--- config.mk ---
export PLATFORM = sky130hd
export DESIGN_NAME = escaped_frame_packer_crc8
export DESIGN_NICKNAME = d
export VERILOG_FILES = /design/src/sv/efpc8_pkg.sv /design/src/sv/escaped_frame_packer_crc8.sv
export SDC_FILE = /design/constraint.sdc
export NUM_CORES = 1
export LEC_CHECK = 0
export BUFFER_PORTS_ARGS = -buffer_cell sky130_fd_sc_hd__buf_2
export CORE_MARGIN = 5
export CORE_UTILIZATION = 50
export CTS_CLUSTER_SIZE = 40
export DETAILED_ROUTE_END_ITERATION = 6
export GPL_TIMING_DRIVEN = 0
export HOLD_SLACK_MARGIN = 0.03
export PLACE_DENSITY = 0.76
export SETUP_SLACK_MARGIN = 0.05
export SYNTH_ARGS = -nofsm -noshare
export SYNTH_HDL_FRONTEND = slang
export SYNTH_SLANG_ARGS = --single-unit
--- constraint.sdc ---
create_clock -name clock -period 6.46 [get_ports clock]
set_clock_uncertainty 0.15 [all_clocks]
set_input_delay 0.646 -clock clock [delete_from_list [all_inputs] [get_ports clock]]
set_output_delay 0.646 -clock clock [all_outputs]
set_load 0.05 [all_outputs]
--- src/sv/efpc8_pkg.sv ---
// ---------------------------------------------------------------------------
// efpc8_pkg - shared types and constants for the escaped frame packer
// Byte codes, emit phase codes, the held-item record and the CRC-8 step.
// ---------------------------------------------------------------------------
`default_nettype none

package efpc8_pkg;

   localparam logic [7:0] ESC_BYTE     = 8'hFF;
   localparam logic [7:0] SPECIAL_A    = 8'h81;
   localparam logic [7:0] SPECIAL_B    = 8'h88;
   localparam logic [7:0] PAD_BYTE     = 8'h00;
   localparam logic [7:0] CRC_POLY     = 8'h07;
   localparam logic [7:0] CRC_MSB      = 8'h80;
   localparam int         MAX_RESULTS  = 12;
   localparam logic [1:0] HDR_LAST     = 2'd2;
   localparam logic [1:0] HDR_PAYLOAD  = 2'd3;
   localparam logic [5:0] PAY_SAT      = 6'd63;

   // emit phase of the held item
   localparam logic [1:0] PH_DATA = 2'd0;
   localparam logic [1:0] PH_ESC  = 2'd1;
   localparam logic [1:0] PH_CRC  = 2'd2;
   localparam logic [1:0] PH_PAD  = 2'd3;

   typedef struct packed {
      logic [7:0] data;
      logic       esc;
      logic       ends;
      logic       long_flag;
      logic [7:0] crc;
   } item_type;

   function automatic logic [7:0] crc8_byte(input logic [7:0] crc, input logic [7:0] b);
      logic [7:0] c;
      c = crc ^ b;
      for (int k = 0; k < 8; k++) begin
         if ((c & CRC_MSB) != 8'h00) begin
            c = {c[6:0], 1'b0} ^ CRC_POLY;
         end else begin
            c = {c[6:0], 1'b0};
         end
      end
      return c;
   endfunction

endpackage

`default_nettype wire

--- src/sv/escaped_frame_packer_crc8.sv ---
// A byte accepted is first held in the item register, then moves into the output register
// that drives rsp_ once that register is free.
// One input byte per cycle while rsp_stall is low and a byte needs a single result; each
// escape, CRC or pad byte is one more result through the single output byte register.
// Held item: one result per unstalled cycle; req_stall is high until its last result moves.
// Reset (synchronous, active high) clears frame state, the held item and the output register.
// ---------------------------------------------------------------------------
// escaped_frame_packer_crc8 - byte-stuffing framer with CRC-8 and padding
// Passes header, escapes special payload bytes, appends CRC and, for short frames, zero padding.
// ---------------------------------------------------------------------------
`default_nettype none

module escaped_frame_packer_crc8 #(
   parameter int MIN_FRAME_BYTES   = 14,
   parameter int MAX_PAYLOAD_BYTES = 31
) (
   input  wire logic       clock,
   input  wire logic       reset,
   input  wire logic       req_valid,
   output logic            req_stall,
   input  wire logic [7:0] req_in_byte,
   input  wire logic       req_in_last,
   output logic            rsp_valid,
   input  wire logic       rsp_stall,
   output logic [7:0]      rsp_out_byte,
   output logic            rsp_frame_end,
   output logic            rsp_too_long
);
   import efpc8_pkg::*;

   // frame state
   logic [1:0] hdr_pos_ff, hdr_pos_in;
   logic [7:0] crc_ff, crc_in;
   logic [5:0] pay_cnt_ff, pay_cnt_in;
   logic [3:0] emit_cnt_ff, emit_cnt_in;

   // held item
   logic       item_valid_ff, item_valid_in;
   item_type   item_ff, item_in;
   logic [1:0] phase_ff, phase_in;
   logic [3:0] res_cnt_ff, res_cnt_in;

   // output register
   logic       out_valid_ff, out_valid_in;
   logic [7:0] out_byte_ff, out_byte_in;
   logic       out_end_ff, out_end_in;
   logic       out_long_ff, out_long_in;

   logic       accept, advance, item_final, out_free;
   logic [7:0] res_byte;
   logic       res_end;
   logic [1:0] next_phase;
   logic       is_payload, ends, special;
   logic [5:0] pay_next;
   logic [4:0] emit_plus;

   assign out_free  = !out_valid_ff || !rsp_stall;
   assign advance   = item_valid_ff && out_free;
   assign req_stall = item_valid_ff && !(advance && item_final);
   assign accept    = req_valid && !req_stall;

   assign emit_plus = {1'b0, emit_cnt_ff} + 5'd1;

   // result of the held item for its current phase
   always_comb begin
      res_byte   = item_ff.data;
      res_end    = 1'b0;
      item_final = 1'b0;
      next_phase = phase_ff;
      case (phase_ff)
         PH_DATA: begin
            res_byte = item_ff.data;
            if (item_ff.esc) begin
               next_phase = PH_ESC;
            end else if (item_ff.ends) begin
               next_phase = PH_CRC;
            end else begin
               item_final = 1'b1;
            end
         end
         PH_ESC: begin
            res_byte = ESC_BYTE;
            if (item_ff.ends) begin
               next_phase = PH_CRC;
            end else begin
               item_final = 1'b1;
            end
         end
         PH_CRC: begin
            res_byte = item_ff.crc;
            if (emit_plus < 5'(MIN_FRAME_BYTES)) begin
               next_phase = PH_PAD;
            end else begin
               res_end    = 1'b1;
               item_final = 1'b1;
            end
         end
         PH_PAD: begin
            res_byte = PAD_BYTE;
            if (emit_plus >= 5'(MIN_FRAME_BYTES) ||
                res_cnt_ff >= 4'(MAX_RESULTS - 1)) begin
               res_end    = 1'b1;
               item_final = 1'b1;
            end
         end
         default: begin
            item_final = 1'b1;
         end
      endcase
   end

   // frame state update at input transfer
   always_comb begin
      is_payload = (hdr_pos_ff == HDR_PAYLOAD);
      special    = (req_in_byte == SPECIAL_A) || (req_in_byte == SPECIAL_B) ||
                   (req_in_byte == ESC_BYTE);
      pay_next   = (is_payload && pay_cnt_ff < PAY_SAT) ? pay_cnt_ff + 6'd1 : pay_cnt_ff;
      ends       = is_payload ? req_in_last : (req_in_last && hdr_pos_ff == HDR_LAST);

      item_in.data      = req_in_byte;
      item_in.esc       = is_payload && special;
      item_in.ends      = ends;
      item_in.long_flag = pay_next > 6'(MAX_PAYLOAD_BYTES);
      item_in.crc       = crc8_byte(crc_ff, req_in_byte);

      hdr_pos_in = hdr_pos_ff;
      crc_in     = crc_ff;
      pay_cnt_in = pay_cnt_ff;
      if (accept) begin
         if (ends) begin
            hdr_pos_in = 2'd0;
            crc_in     = 8'h00;
            pay_cnt_in = 6'd0;
         end else begin
            hdr_pos_in = is_payload ? HDR_PAYLOAD : hdr_pos_ff + 2'd1;
            crc_in     = item_in.crc;
            pay_cnt_in = pay_next;
         end
      end
   end

   always_comb begin
      item_valid_in = item_valid_ff;
      phase_in      = phase_ff;
      res_cnt_in    = res_cnt_ff;
      if (advance) begin
         phase_in   = next_phase;
         res_cnt_in = res_cnt_ff + 4'd1;
         if (item_final) begin
            item_valid_in = 1'b0;
         end
      end
      if (accept) begin
         item_valid_in = 1'b1;
         phase_in      = PH_DATA;
         res_cnt_in    = 4'd0;
      end
   end

   always_comb begin
      emit_cnt_in = emit_cnt_ff;
      if (advance) begin
         if (res_end) begin
            emit_cnt_in = 4'd0;
         end else if (emit_plus <= 5'(MIN_FRAME_BYTES)) begin
            emit_cnt_in = emit_plus[3:0];
         end
      end
   end

   always_comb begin
      out_valid_in = out_valid_ff && rsp_stall;
      out_byte_in  = out_byte_ff;
      out_end_in   = out_end_ff;
      out_long_in  = out_long_ff;
      if (advance) begin
         out_valid_in = 1'b1;
         out_byte_in  = res_byte;
         out_end_in   = res_end;
         out_long_in  = item_ff.long_flag;
      end
   end

   always_ff @(posedge clock) begin
      if (reset) begin
         hdr_pos_ff    <= 2'd0;
         crc_ff        <= 8'h00;
         pay_cnt_ff    <= 6'd0;
         emit_cnt_ff   <= 4'd0;
         item_valid_ff <= 1'b0;
         phase_ff      <= PH_DATA;
         res_cnt_ff    <= 4'd0;
         out_valid_ff  <= 1'b0;
      end else begin
         hdr_pos_ff    <= hdr_pos_in;
         crc_ff        <= crc_in;
         pay_cnt_ff    <= pay_cnt_in;
         emit_cnt_ff   <= emit_cnt_in;
         item_valid_ff <= item_valid_in;
         phase_ff      <= phase_in;
         res_cnt_ff    <= res_cnt_in;
         out_valid_ff  <= out_valid_in;
      end
   end

   always_ff @(posedge clock) begin
      if (accept) begin
         item_ff <= item_in;
      end
      out_byte_ff <= out_byte_in;
      out_end_ff  <= out_end_in;
      out_long_ff <= out_long_in;
   end

   assign rsp_valid     = out_valid_ff;
   assign rsp_out_byte  = out_byte_ff;
   assign rsp_frame_end = out_end_ff;
   assign rsp_too_long  = out_long_ff;

endmodule

`default_nettype wire

# ---- After elaboration in Yosys (flattened, before gate mapping)
# Index checks and enable logic that the tools add are counted.
dict set report totals {
  reg_bits 57
  inputBits 13
  out_inout_bits 12
  word_cells 100
}
dict set report classes {
  add_sub_neg 4
  n_lt_le_gt_ge 6
  n_eq_ne 9
  mux 31
  n_bitwise 9
  reduce_logical 25
}
# cell count
set op_table {}
lappend op_table {{case mux 8 bit (4 select lines)} 1}
lappend op_table {{== test 8 bit (second input constant)} 3}
lappend op_table {{two-way mux 3 bit} 8}
lappend op_table {{NOT 3 bit} 8}
lappend op_table {{two-way mux 6 bit} 2}
lappend op_table {{two-way mux 2 bit} 5}
lappend op_table {{two-way mux 1 bit} 9}
lappend op_table {{== test 2 bit (second input constant)} 4}
lappend op_table {{logical AND 1 bit} 8}
lappend op_table {{two-way mux 4 bit} 2}
lappend op_table {{two-way mux 8 bit} 1}
lappend op_table {{XOR 8 bit} 1}
lappend op_table {{adder 6 x 1 -> 6 bit (second input constant)} 1}
lappend op_table {{> comparator 6 x 5 -> 1 bit (second input constant)} 1}
lappend op_table {{< comparator 6 bit (second input constant)} 1}
lappend op_table {{case mux 2 bit (3 select lines)} 1}
lappend op_table {{nonzero test 2 bit} 3}
lappend op_table {{adder 4 x 1 -> 5 bit (second input constant)} 1}
lappend op_table {{>= comparator 5 x 4 -> 1 bit (second input constant)} 1}
lappend op_table {{less-or-equal comparator 5 x 4 -> 1 bit (second input constant)} 1}
lappend op_table {{< comparator 5 x 4 -> 1 bit (second input constant)} 1}
lappend op_table {{adder 4 x 1 -> 4 bit (second input constant)} 1}
lappend op_table {{>= comparator 4 bit (second input constant)} 1}
lappend op_table {{logical NOT 1 bit} 4}
lappend op_table {{11 further kinds} 15}

# ---- Longest topological paths before layout
# Gate-level depths: netlist of the first run.
dict set report logic_depth {
  word_depth 18
  ltp_mapped 11
  mapped_depth_nobuf 10
}

# ---- Least setup slack after synthesis of the first run
# OpenSTA, ideal clock, no wires.
dict set report synth_timing {
  kind {register to output}
  from {register emit_cnt_ff[1]}
  to {output port req_stall}
  arrival_time_ps 2268
  t_required_ps 5664
  path_slack_ps 3396
  stages_incl_launch_ff 9
  n_path_buf 0
  path_cell_list {dfxtp_1 > inv_1 > ha_1 > nand2b_1 > o211ai_2 > a221oi_1 > o21a_2 > a21oi_1 > nor2b_1}
}
dict set report synth_between {
  elab_chain_cells 8
}
# item line_no
set synth_rtl {}
lappend synth_rtl {{start: declaration} escaped_frame_packer_crc8.sv:35} ;# logic [3:0] emit_cnt_ff, emit_cnt_in;
lappend synth_rtl {{start signal: assignment} escaped_frame_packer_crc8.sv:198} ;# emit_cnt_ff <= emit_cnt_in;
lappend synth_rtl {{adder 4 x 1 -> 5 bit *} escaped_frame_packer_crc8.sv:62} ;# assign emit_plus = {1'b0, emit_cnt_ff} + 5'd1;
lappend synth_rtl {{>= comparator 5 x 4 -> 1 bit} escaped_frame_packer_crc8.sv:100} ;# if (emit_plus >= 5'(MIN_FRAME_BYTES) ||
lappend synth_rtl {{logical OR 1 bit} escaped_frame_packer_crc8.sv:100}
lappend synth_rtl {{two-way mux 1 bit} escaped_frame_packer_crc8.sv:100}
lappend synth_rtl {{case mux 1 bit (4 select lines) *} escaped_frame_packer_crc8.sv:70} ;# case (phase_ff)
lappend synth_rtl {{logical AND 1 bit *} escaped_frame_packer_crc8.sv:59} ;# assign req_stall = item_valid_ff && !(advance && item_final);
lappend synth_rtl {{logical NOT 1 bit *} escaped_frame_packer_crc8.sv:59}
lappend synth_rtl {{logical AND 1 bit *} escaped_frame_packer_crc8.sv:59}
lappend synth_rtl {{end: declaration} escaped_frame_packer_crc8.sv:20} ;# output logic req_stall,
# Every way passes the cells marked *; elsewhere a longest branch is shown, timed or not.

# ---- Worst setup path after layout of the first run
# Same ends and word-level chain as after synthesis.

==> results of run 1 <==
-- worst paths after layout --
kind,from,endpoint,slack [ns]
worst max-delay path,emit_cnt_ff[1],req_stall,3.10
worst min-delay path,item_ff[8],rsp_too_long,0.27
worst max register to register,emit_cnt_ff[1],pay_cnt_ff[4],3.66
worst min register to register,item_ff[8],rsp_too_long,0.27
-- report_power, final --
part	switching, µW	internal [µW]
clock network	156	221
registers	28.4	464
logic	156	112
total	341	797
-- cell usage after synthesis (4+ instances only) --
library cell and n:
a21oi_1 19, a22o_1 8, a31oi_1 4, buf_6 4, clkbuf_1 6, dfxtp_1 28, edfxtp_1 29, ha_1 8
inv_1 8, nand2_1 23, nand2b_1 5, nor2_1 16, o21ai_0 18, xnor2_1 18, xor2_1 8
-- sequential cells by signal, summed over array words and instances (netlist names) --
| signal | flops |
|---|---|
| phase_ff | 2 |
| emit_cnt_ff | 4 |
| item_ff | 19 |
| res_cnt_ff | 4 |
| item_valid_ff | 1 |
| rsp_frame_end | 1 |
| pay_cnt_ff | 6 |
| crc_ff | 8 |
| rsp_valid | 1 |
| rsp_out_byte | 8 |
| hdr_pos_ff | 2 |
| rsp_too_long | 1 |
-- through the flow --
step / hold WS, ns / instances
after floorplan: 0.2503 / 258
after global placement: 0.2537 / 354
after detailed placement: 0.2566 / 354
after CTS: 0.2780 / 370
after global routing: 0.2819 / 370
final: 0.2744 / 370
-- layout make-up --
| type | instances | area [µm²] |
|---|---|---|
| clock buffer | 9 | 123.9 |
| timing repair buffer | 24 | 120.1 |
| tap | 72 | 90.09 |
| sequential | 57 | 1431 |
| buffer | 12 | 80.08 |
| inverter | 9 | 33.78 |
| clock inverter | 7 | 102.6 |
| multi-input combinational | 180 | 1232 |
| fill | 470 | 2225 |
-- metal layers --
layer  wire [µm]  vias up  GRT usage, %
met5           0        -             0
met4          96        0         7.050
met3         263        8         5.888
met2        2421       43         24.63
met1        2304      951         19.73
li1            -     1014             -
-- cell usage in the layout (no fill, tap or decap), types with 4 or more instances in the layout --
| cell type | synthesis | final |
|---|---|---|
| nand2_1 | 23 | 23 |
| dfxtp_1 | 28 | 28 |
| nor2_1 | 16 | 16 |
| xor2_1 | 8 | 8 |
| a22o_1 | 8 | 8 |
| xnor2_1 | 18 | 18 |
| nand2b_1 | 5 | 5 |
| buf_2 | 1 | 25 |
| buf_6 | 4 | 4 |
| ha_1 | 8 | 8 |
| o21ai_0 | 18 | 18 |
| a31oi_1 | 4 | 4 |
| inv_1 | 8 | 8 |
| edfxtp_1 | 29 | 29 |
| clkbuf_8 | 0 | 9 |
| a21oi_1 | 19 | 19 |
| clkbuf_1 | 6 | 6 |
-- logic make-up (layout without fill, tap and decap cells) --
logic type | after synthesis | count (layout) | synth area share (%)
fa+ha+maj | 8 | 8 | 3.604
xor+xnor | 26 | 26 | 8.198
compound gates | 78 | 78 | 20.00
simple gates | 65 | 65 | 11.44
mux | 3 | 3 | 1.126
buf+inv | 21 | 61 | 4.099
flops | 57 | 57 | 51.53
==> run_results.csv, run 1 <==
group,metric,value,unit
outcome,outcome,"finished clean",
global_route,grt_max_degree,29,
timing,tightest_slew,0.9290,ns
global_route,grt_use_total,15.86,%
cts,cts_buffer_depth,2,
worst_hold_path,hold-path-cell-count,0,
global_route,grt_pass1_wl,9018,µm
final_layout,area_growth,15.72,%
logic_synthesis,ys_warn_count,0,
logic_synthesis,seq_area_frac_synth,51.53,%
worst_setup_path,rr_worst_depth,11,
cts,post_cts_resized,0,
place,dpl_cell_area,2988,µm²
floorplan,die_x,84.54,µm
job,cap_violations,0,
logic_synthesis,yosysUniqueCellTypes,58,
place,pre_cts_slack,3.363,ns
final_layout,postLayoutCellArea,3214,µm²
timing,setup_viol,0,
cts,clk_pin_slew_worst_paths,0.07,ns
place,place_congestion,0.8137,
timing,final_max_slew_viol_count,0,
worst_setup_path,cp_data_arrival_time,2.56,ns
timing,rsz0062_at_grt,"no",
worst_setup_path,crit_path_start_kind,"flip-flop",
logic_synthesis,synth_area_leaders,"edfxtp_1, dfxtp_1, xnor2_1",
cts,cts-root-buf,"clkbuf_8",
worst_setup_path,critPathBufInv,2,
cts,postCtsHoldBufs,0,
routing,drc_errors,0,
cts,cts_buffers,9,
timing,tns,0,ns
timing,period_share,51.94,%
timing,finalHoldViolations,0,
cts,post_cts_buffers,0,
final_layout,fin_util,59.10,%
timing,slew_headroom,37.71,%
logic_synthesis,syn-instance-count,258,
power,peakVddDrop,0.0002500,V
floorplan,start_util,51.07,%
worst_setup_path,critPathMaxStageDelay,0.42,ns
floorplan,ioPinCount,25,
timing,max_clock_freq,0.2980,GHz
worst_setup_path,critPathRequiredTime,5.66,ns
cts,htree_levels,3,
cts,clkSinkCount,57,
floorplan,rows,27,
worst_setup_path,worstSetupEndpointType,"output port",
floorplan,die_y,84.54,µm
global_route,antenna_found_initial,0,
logic_synthesis,synth_top_area_share,31.35,%
worst_setup_path,cp_max_fo,8,
worst_hold_path,hold_class,"reg -> reg",
routing,routed_wl,5086,µm
logic_synthesis,synth-async-reset-ratio,0,%
logic_synthesis,synth_fp_nets,279,
timing,period_needed,3.355,ns
timing,layout_setup_ws,3.105,ns
worst_setup_path,path_depth,9,
routing,num_vias,2016,
worst_setup_path,critical_path_class,"reg -> out",
cts,clkLatencyLatePin,0.34,ns
logic_synthesis,netlist_area,2778,µm²
place,portBuffers,24,
place,dp_hpwl,3578,µm
floorplan,coreArea,5439,µm²
logic_synthesis,synth-edff-count,29,
worst_setup_path,crit_slowest_cell,"dfxtp_1",
logic_synthesis,synth_top_area_cell,"edfxtp_1",
routing,via_per_inst,5.449,
floorplan,die-area,7146,µm²
cts,cts_tree,"built",
logic_synthesis,ys_seq_elements,57,
routing,dr.pass1.iters,4,
logic_synthesis,synth.avg_cell_area,10.77,µm²
worst_setup_path,path_cells,"inv_1 -> ha_1 -> nand2b_1 -> o211ai_2 -> a221oi_1 -> o21a_2 -> a21oi_1 -> nor2b_1 -> buf_2",
logic_synthesis,yosys_most_used_dff,"edfxtp_1",
final_layout,diodes,0,
routing,wl_per_cell,13.75,µm
global_route,globalRouteOverflowTotal,0,
final_layout,nets,314,
global_route,grt_pass1_vias,1922,
power,power_density,353.9,nW/µm²
power,leakage,0.001195,µW
routing,drt_iter0_markers,84,
power,total_power,1138,µW
worst_setup_path,cp_top_family,"compound AO/OA/AOI/OAI gates",
routing,ant_nets,0,
final_layout,layout-drive-gt1-share,19.46,%
Power figures use the tool's default switching activity.
==> inputs of run 2 (changes only) <==
--- a/config.mk
+++ b/config.mk
@@ -5,6 +5,7 @@
 export SDC_FILE = /design/constraint.sdc
 export NUM_CORES = 1
 export LEC_CHECK = 0
+export ABC_AREA = 1
 export BUFFER_PORTS_ARGS = -buffer_cell sky130_fd_sc_hd__buf_2
 export CORE_MARGIN = 5
 export CORE_UTILIZATION = 50
@@ -12,7 +13,7 @@
 export DETAILED_ROUTE_END_ITERATION = 6
 export GPL_TIMING_DRIVEN = 0
 export HOLD_SLACK_MARGIN = 0.03
-export PLACE_DENSITY = 0.76
+export PLACE_DENSITY = 0.79
 export SETUP_SLACK_MARGIN = 0.05
 export SYNTH_ARGS = -nofsm -noshare
 export SYNTH_HDL_FRONTEND = slang
==> constraint.sdc (replaced) <==
create_clock -name clock -period 2.87 [get_ports clock]
set_clock_uncertainty 0.15 [all_clocks]
set_input_delay 0.287 -clock clock [delete_from_list [all_inputs] [get_ports clock]]
set_output_delay 0.287 -clock clock [all_outputs]
set_load 0.05 [all_outputs]
==> run 2 against run 1 <==
Net effect: critical path depth is 4 higher; global-route usage is 0.077 points higher; worst hold slack worse by 0.22 ns; sequential share of layout area is 0.77 points higher; count of clock-buffer cells in the layout is 5 higher; via count is 4.0% higher; clock power is 58% higher; sequential power is 130% higher.
==> run_results.csv, run 2 <==
group,metric,value,unit
place,dp_hpwl,3732,µm
cts,cts-root-buf,"clkbuf_8",
power,power_density,763.5,nW/µm²
logic_synthesis,ys_seq_elements,57,
logic_synthesis,synth_top_area_share,31.28,%
place,portBuffers,23,
final_layout,layout_commonest_cell,"nand2_1",
final_layout,largest_reg_flops,19,
job,cap_violations,0,
logic_synthesis,synth-async-reset-ratio,0,%
floorplan,coreArea,5473,µm²
logic_synthesis,ys_warn_count,0,
logic_synthesis,yosysUniqueCellTypes,33,
logic_synthesis,synth-edff-count,29,
logic_synthesis,seq_area_frac_synth,51.42,%
global_route,grt_pass1_wl,9156,µm
logic_synthesis,synth_top_area_cell,"edfxtp_1",
final_layout,layout_common_cells,"nand2_1, edfxtp_1, a21oi_1, dfxtp_1",
cts,post_cts_buffers,0,
timing,rsz0062_at_grt,"no",
worst_setup_path,cp_data_arrival_time,2.16,ns
floorplan,ioPinCount,25,
final_layout,diodes,0,
worst_setup_path,crit_path_start_kind,"flip-flop",
routing,routed_wl,5154,µm
cts,clkSinkCount,57,
worst_setup_path,crit_path_start,"emit_cnt_ff[1]",
worst_setup_path,critical_path_class,"reg -> out",
routing,num_vias,2097,
worst_hold_path,hold_class,"in -> reg",
worst_setup_path,crit_slowest_cell,"dfxtp_2",
cts,cts_tree,"built",
logic_synthesis,synth_adder_area_share,3.596,%
worst_setup_path,cp_top_family,"simple AND/OR/NAND/NOR gates",
cts,clkLatencyLatePin,0.33,ns
routing,dr.pass1.iters,5,
logic_synthesis,yosys.area_share.xor_xnor,9.079,%
logic_synthesis,synth_area_leaders,"edfxtp_1, dfxtp_1, nand2_1",
worst_setup_path,worstSetupEndpointType,"output port",
timing,finalHoldViolations,0,
routing,drc_errors,0,
worst_hold_path,hold_start,"req_in_byte[1]",
cts,clk_pin_slew_worst_paths,0.06,ns
cts,htree_levels,3,
worst_setup_path,worstReg2RegStart,"emit_cnt_ff[1]",
final_layout,layout-drive-gt1-share,15.88,%
floorplan,die_y,84.62,µm
global_route,antenna_found_initial,0,
timing,max_clock_freq,0.3856,GHz
final_layout,nets,356,
timing,period_needed,2.593,ns
logic_synthesis,synth.avg_cell_area,9.280,µm²
routing,wl_per_cell,12.51,µm
logic_synthesis,synth_fp_nets,321,
global_route,grt_max_degree,21,
worst_setup_path,critPathBufInv,4,
logic_synthesis,synth-compound-area-share,11.06,%
timing,period_share,90.36,%
floorplan,rows,27,
timing,slew_headroom,49.72,%
timing,final_max_slew_viol_count,0,
final_layout,stdcell_count,412,
logic_synthesis,synthSimpleGateAreaFrac,19.96,%
floorplan,start_util,50.87,%
global_route,grt_use_total,15.94,%
global_route,grt_pass1_vias,2028,
logic_synthesis,synth_mux_area_share,0,%
routing,ant_nets,0,
outcome,outcome,"finished clean",
final_layout,nFillCells,476,
floorplan,die-area,7160,µm²
worst_setup_path,critPathMaxStageDelay,0.36,ns
power,leakage,0.001284,µW
logic_synthesis,netlist_area,2784,µm²
worst_setup_path,path_common_cell,"nand2_2",
timing,setup_viol,0,
worst_setup_path,path_cells,"inv_1 -> ha_1 -> inv_1 -> nand3_2 -> o21bai_2 -> nand2_2 -> nand2_2 -> nand2_2 -> nand2_2 -> nand2_2 -> nand2_8 -> inv_1 -> buf_2",
place,place_congestion,0.8334,
cts,cts_buffer_depth,2,
power,peakVddDrop,0.0004385,V
global_route,globalRouteOverflowTotal,0,
timing,tightest_slew,0.7353,ns
logic_synthesis,synth_top_family_by_area,"simple AND/OR/NAND/NOR gates",
logic_synthesis,synth.most_common_cell,"nand2_1",
worst_setup_path,r2r_setup_slack,0.37,ns
worst_setup_path,critPathRequiredTime,2.43,ns
routing,drt_iter0_markers,159,
final_layout,area_growth,13.71,%
timing,tns,0,ns
place,place_inst,395,
logic_synthesis,yosys_most_used_dff,"edfxtp_1",
routing,via_per_inst,5.090,
logic_synthesis,syn-instance-count,300,
floorplan,die_x,84.62,µm
cts,cts_buffers,9,
final_layout,top_register,"item_ff",
logic_synthesis,synthTopCellsByCount,"nand2_1, edfxtp_1, dfxtp_1",
worst_setup_path,cp_max_fo,9,
-- run 2: cell count changes in the layout (fill, tap and decap cells not counted), sizes merged, moves of 6 or more --
cell / previous run / this run
xor2: 8 / 14
nand2: 23 / 67
inv: 11 / 24
nand3: 1 / 23
a21oi: 19 / 29
a22o: 8 / 0
-- run 2: logic make-up (layout without fill, tap and decap cells) --
logic type	count (synthesis)	count (layout)
xor+xnor	28	28
flops	57	57
fa+ha+maj	8	8
simple gates	119	119
compound gates	55	55
buf+inv	33	73
-- run 2: area by class of cell --
| type | count | area, µm² | area share (%) |
|---|---|---|---|
| Sequential cell | 57 | 1434 | 45.30 |
| Buffer | 7 | 38.79 | 1.225 |
| Clock inverter | 2 | 8.758 | 0.2767 |
| Clock buffer | 14 | 142.6 | 4.506 |
| Timing Repair Buffer | 24 | 125.1 | 3.953 |
| Multi-Input combinational cell | 210 | 1225 | 38.70 |
| Inverter | 26 | 101.3 | 3.202 |
| Tap cell | 72 | 90.09 | 2.846 |
-- run 2: path summary, 6_finish.rpt --
path / to / depth (start not counted)
worst max-delay path: req_stall / 13
worst min-delay path: item_ff[12] / 1
worst max register to register: item_ff[17] / 13
worst min register to register: rsp_too_long / 0
-- run 2: stage by stage --
| stage | utilization, % | setup WS, ns | cell area [µm²] | power, µW | hold WS, ns |
|---|---|---|---|---|---|
| 6_report | 57.84 | 0.2765 | 3166 | 2417 | 0.05418 |
| 4_1_cts | 57.64 | 0.1649 | 3154 | 2425 | 0.03569 |
| 3_5_place_dp | 54.62 | 0.02876 | 2989 | 1817 | 0.2873 |
| 2_1_floorplan | - | 0.3838 | 2784 | 1672 | 0.2155 |
| 3_3_place_gp | 54.62 | 0.09524 | 2989 | 1799 | 0.2846 |
| 5_1_grt | 57.84 | 0.1023 | 3166 | 2565 | 0.03766 |
-- run 2: where the power goes --
| group | switching (µW) | total [µW] | leakage [µW] | internal (µW) |
|---|---|---|---|---|
| clock network | 287 | 597 | 0.0000761 | 310 |
| logic | 437 | 680 | 0.000701 | 244 |
| registers | 71.0 | 1140 | 0.000507 | 1070 |
-- run 2: worst register-to-register path, stage by stage (launching register included) --
cell,delay [ns]
dfxtp_2,0.36
inv_1,0.07
ha_1,0.29
inv_1,0.10
nand3_2,0.08
o21bai_2,0.17
nand2_2,0.07
nand2_2,0.08
nand2_2,0.09
nand2_2,0.08
nand2_2,0.08
nand2_8,0.12
nand2_8,0.11
clkinvlp_4,0.32
-- run 2: timing repair --
action | 4_1_cts | 5_1_grt
hold buffers | 1 | 0
hold endpoints to repair | 1 | 0
resized for setup | 1 | 3
setup endpoints to repair | 19 | 20
-- run 2: metal layers --
metal  GRT usage (%)  wire (µm)  up-vias  part of all wire (%)
met3           4.318        234       13                   4.5
met5               0          0        -                     0
met2           25.41       2398       54                    47
met4           7.482        143        0                   2.8
met1           20.05       2376      952                    46
li1                -          -     1078                     -
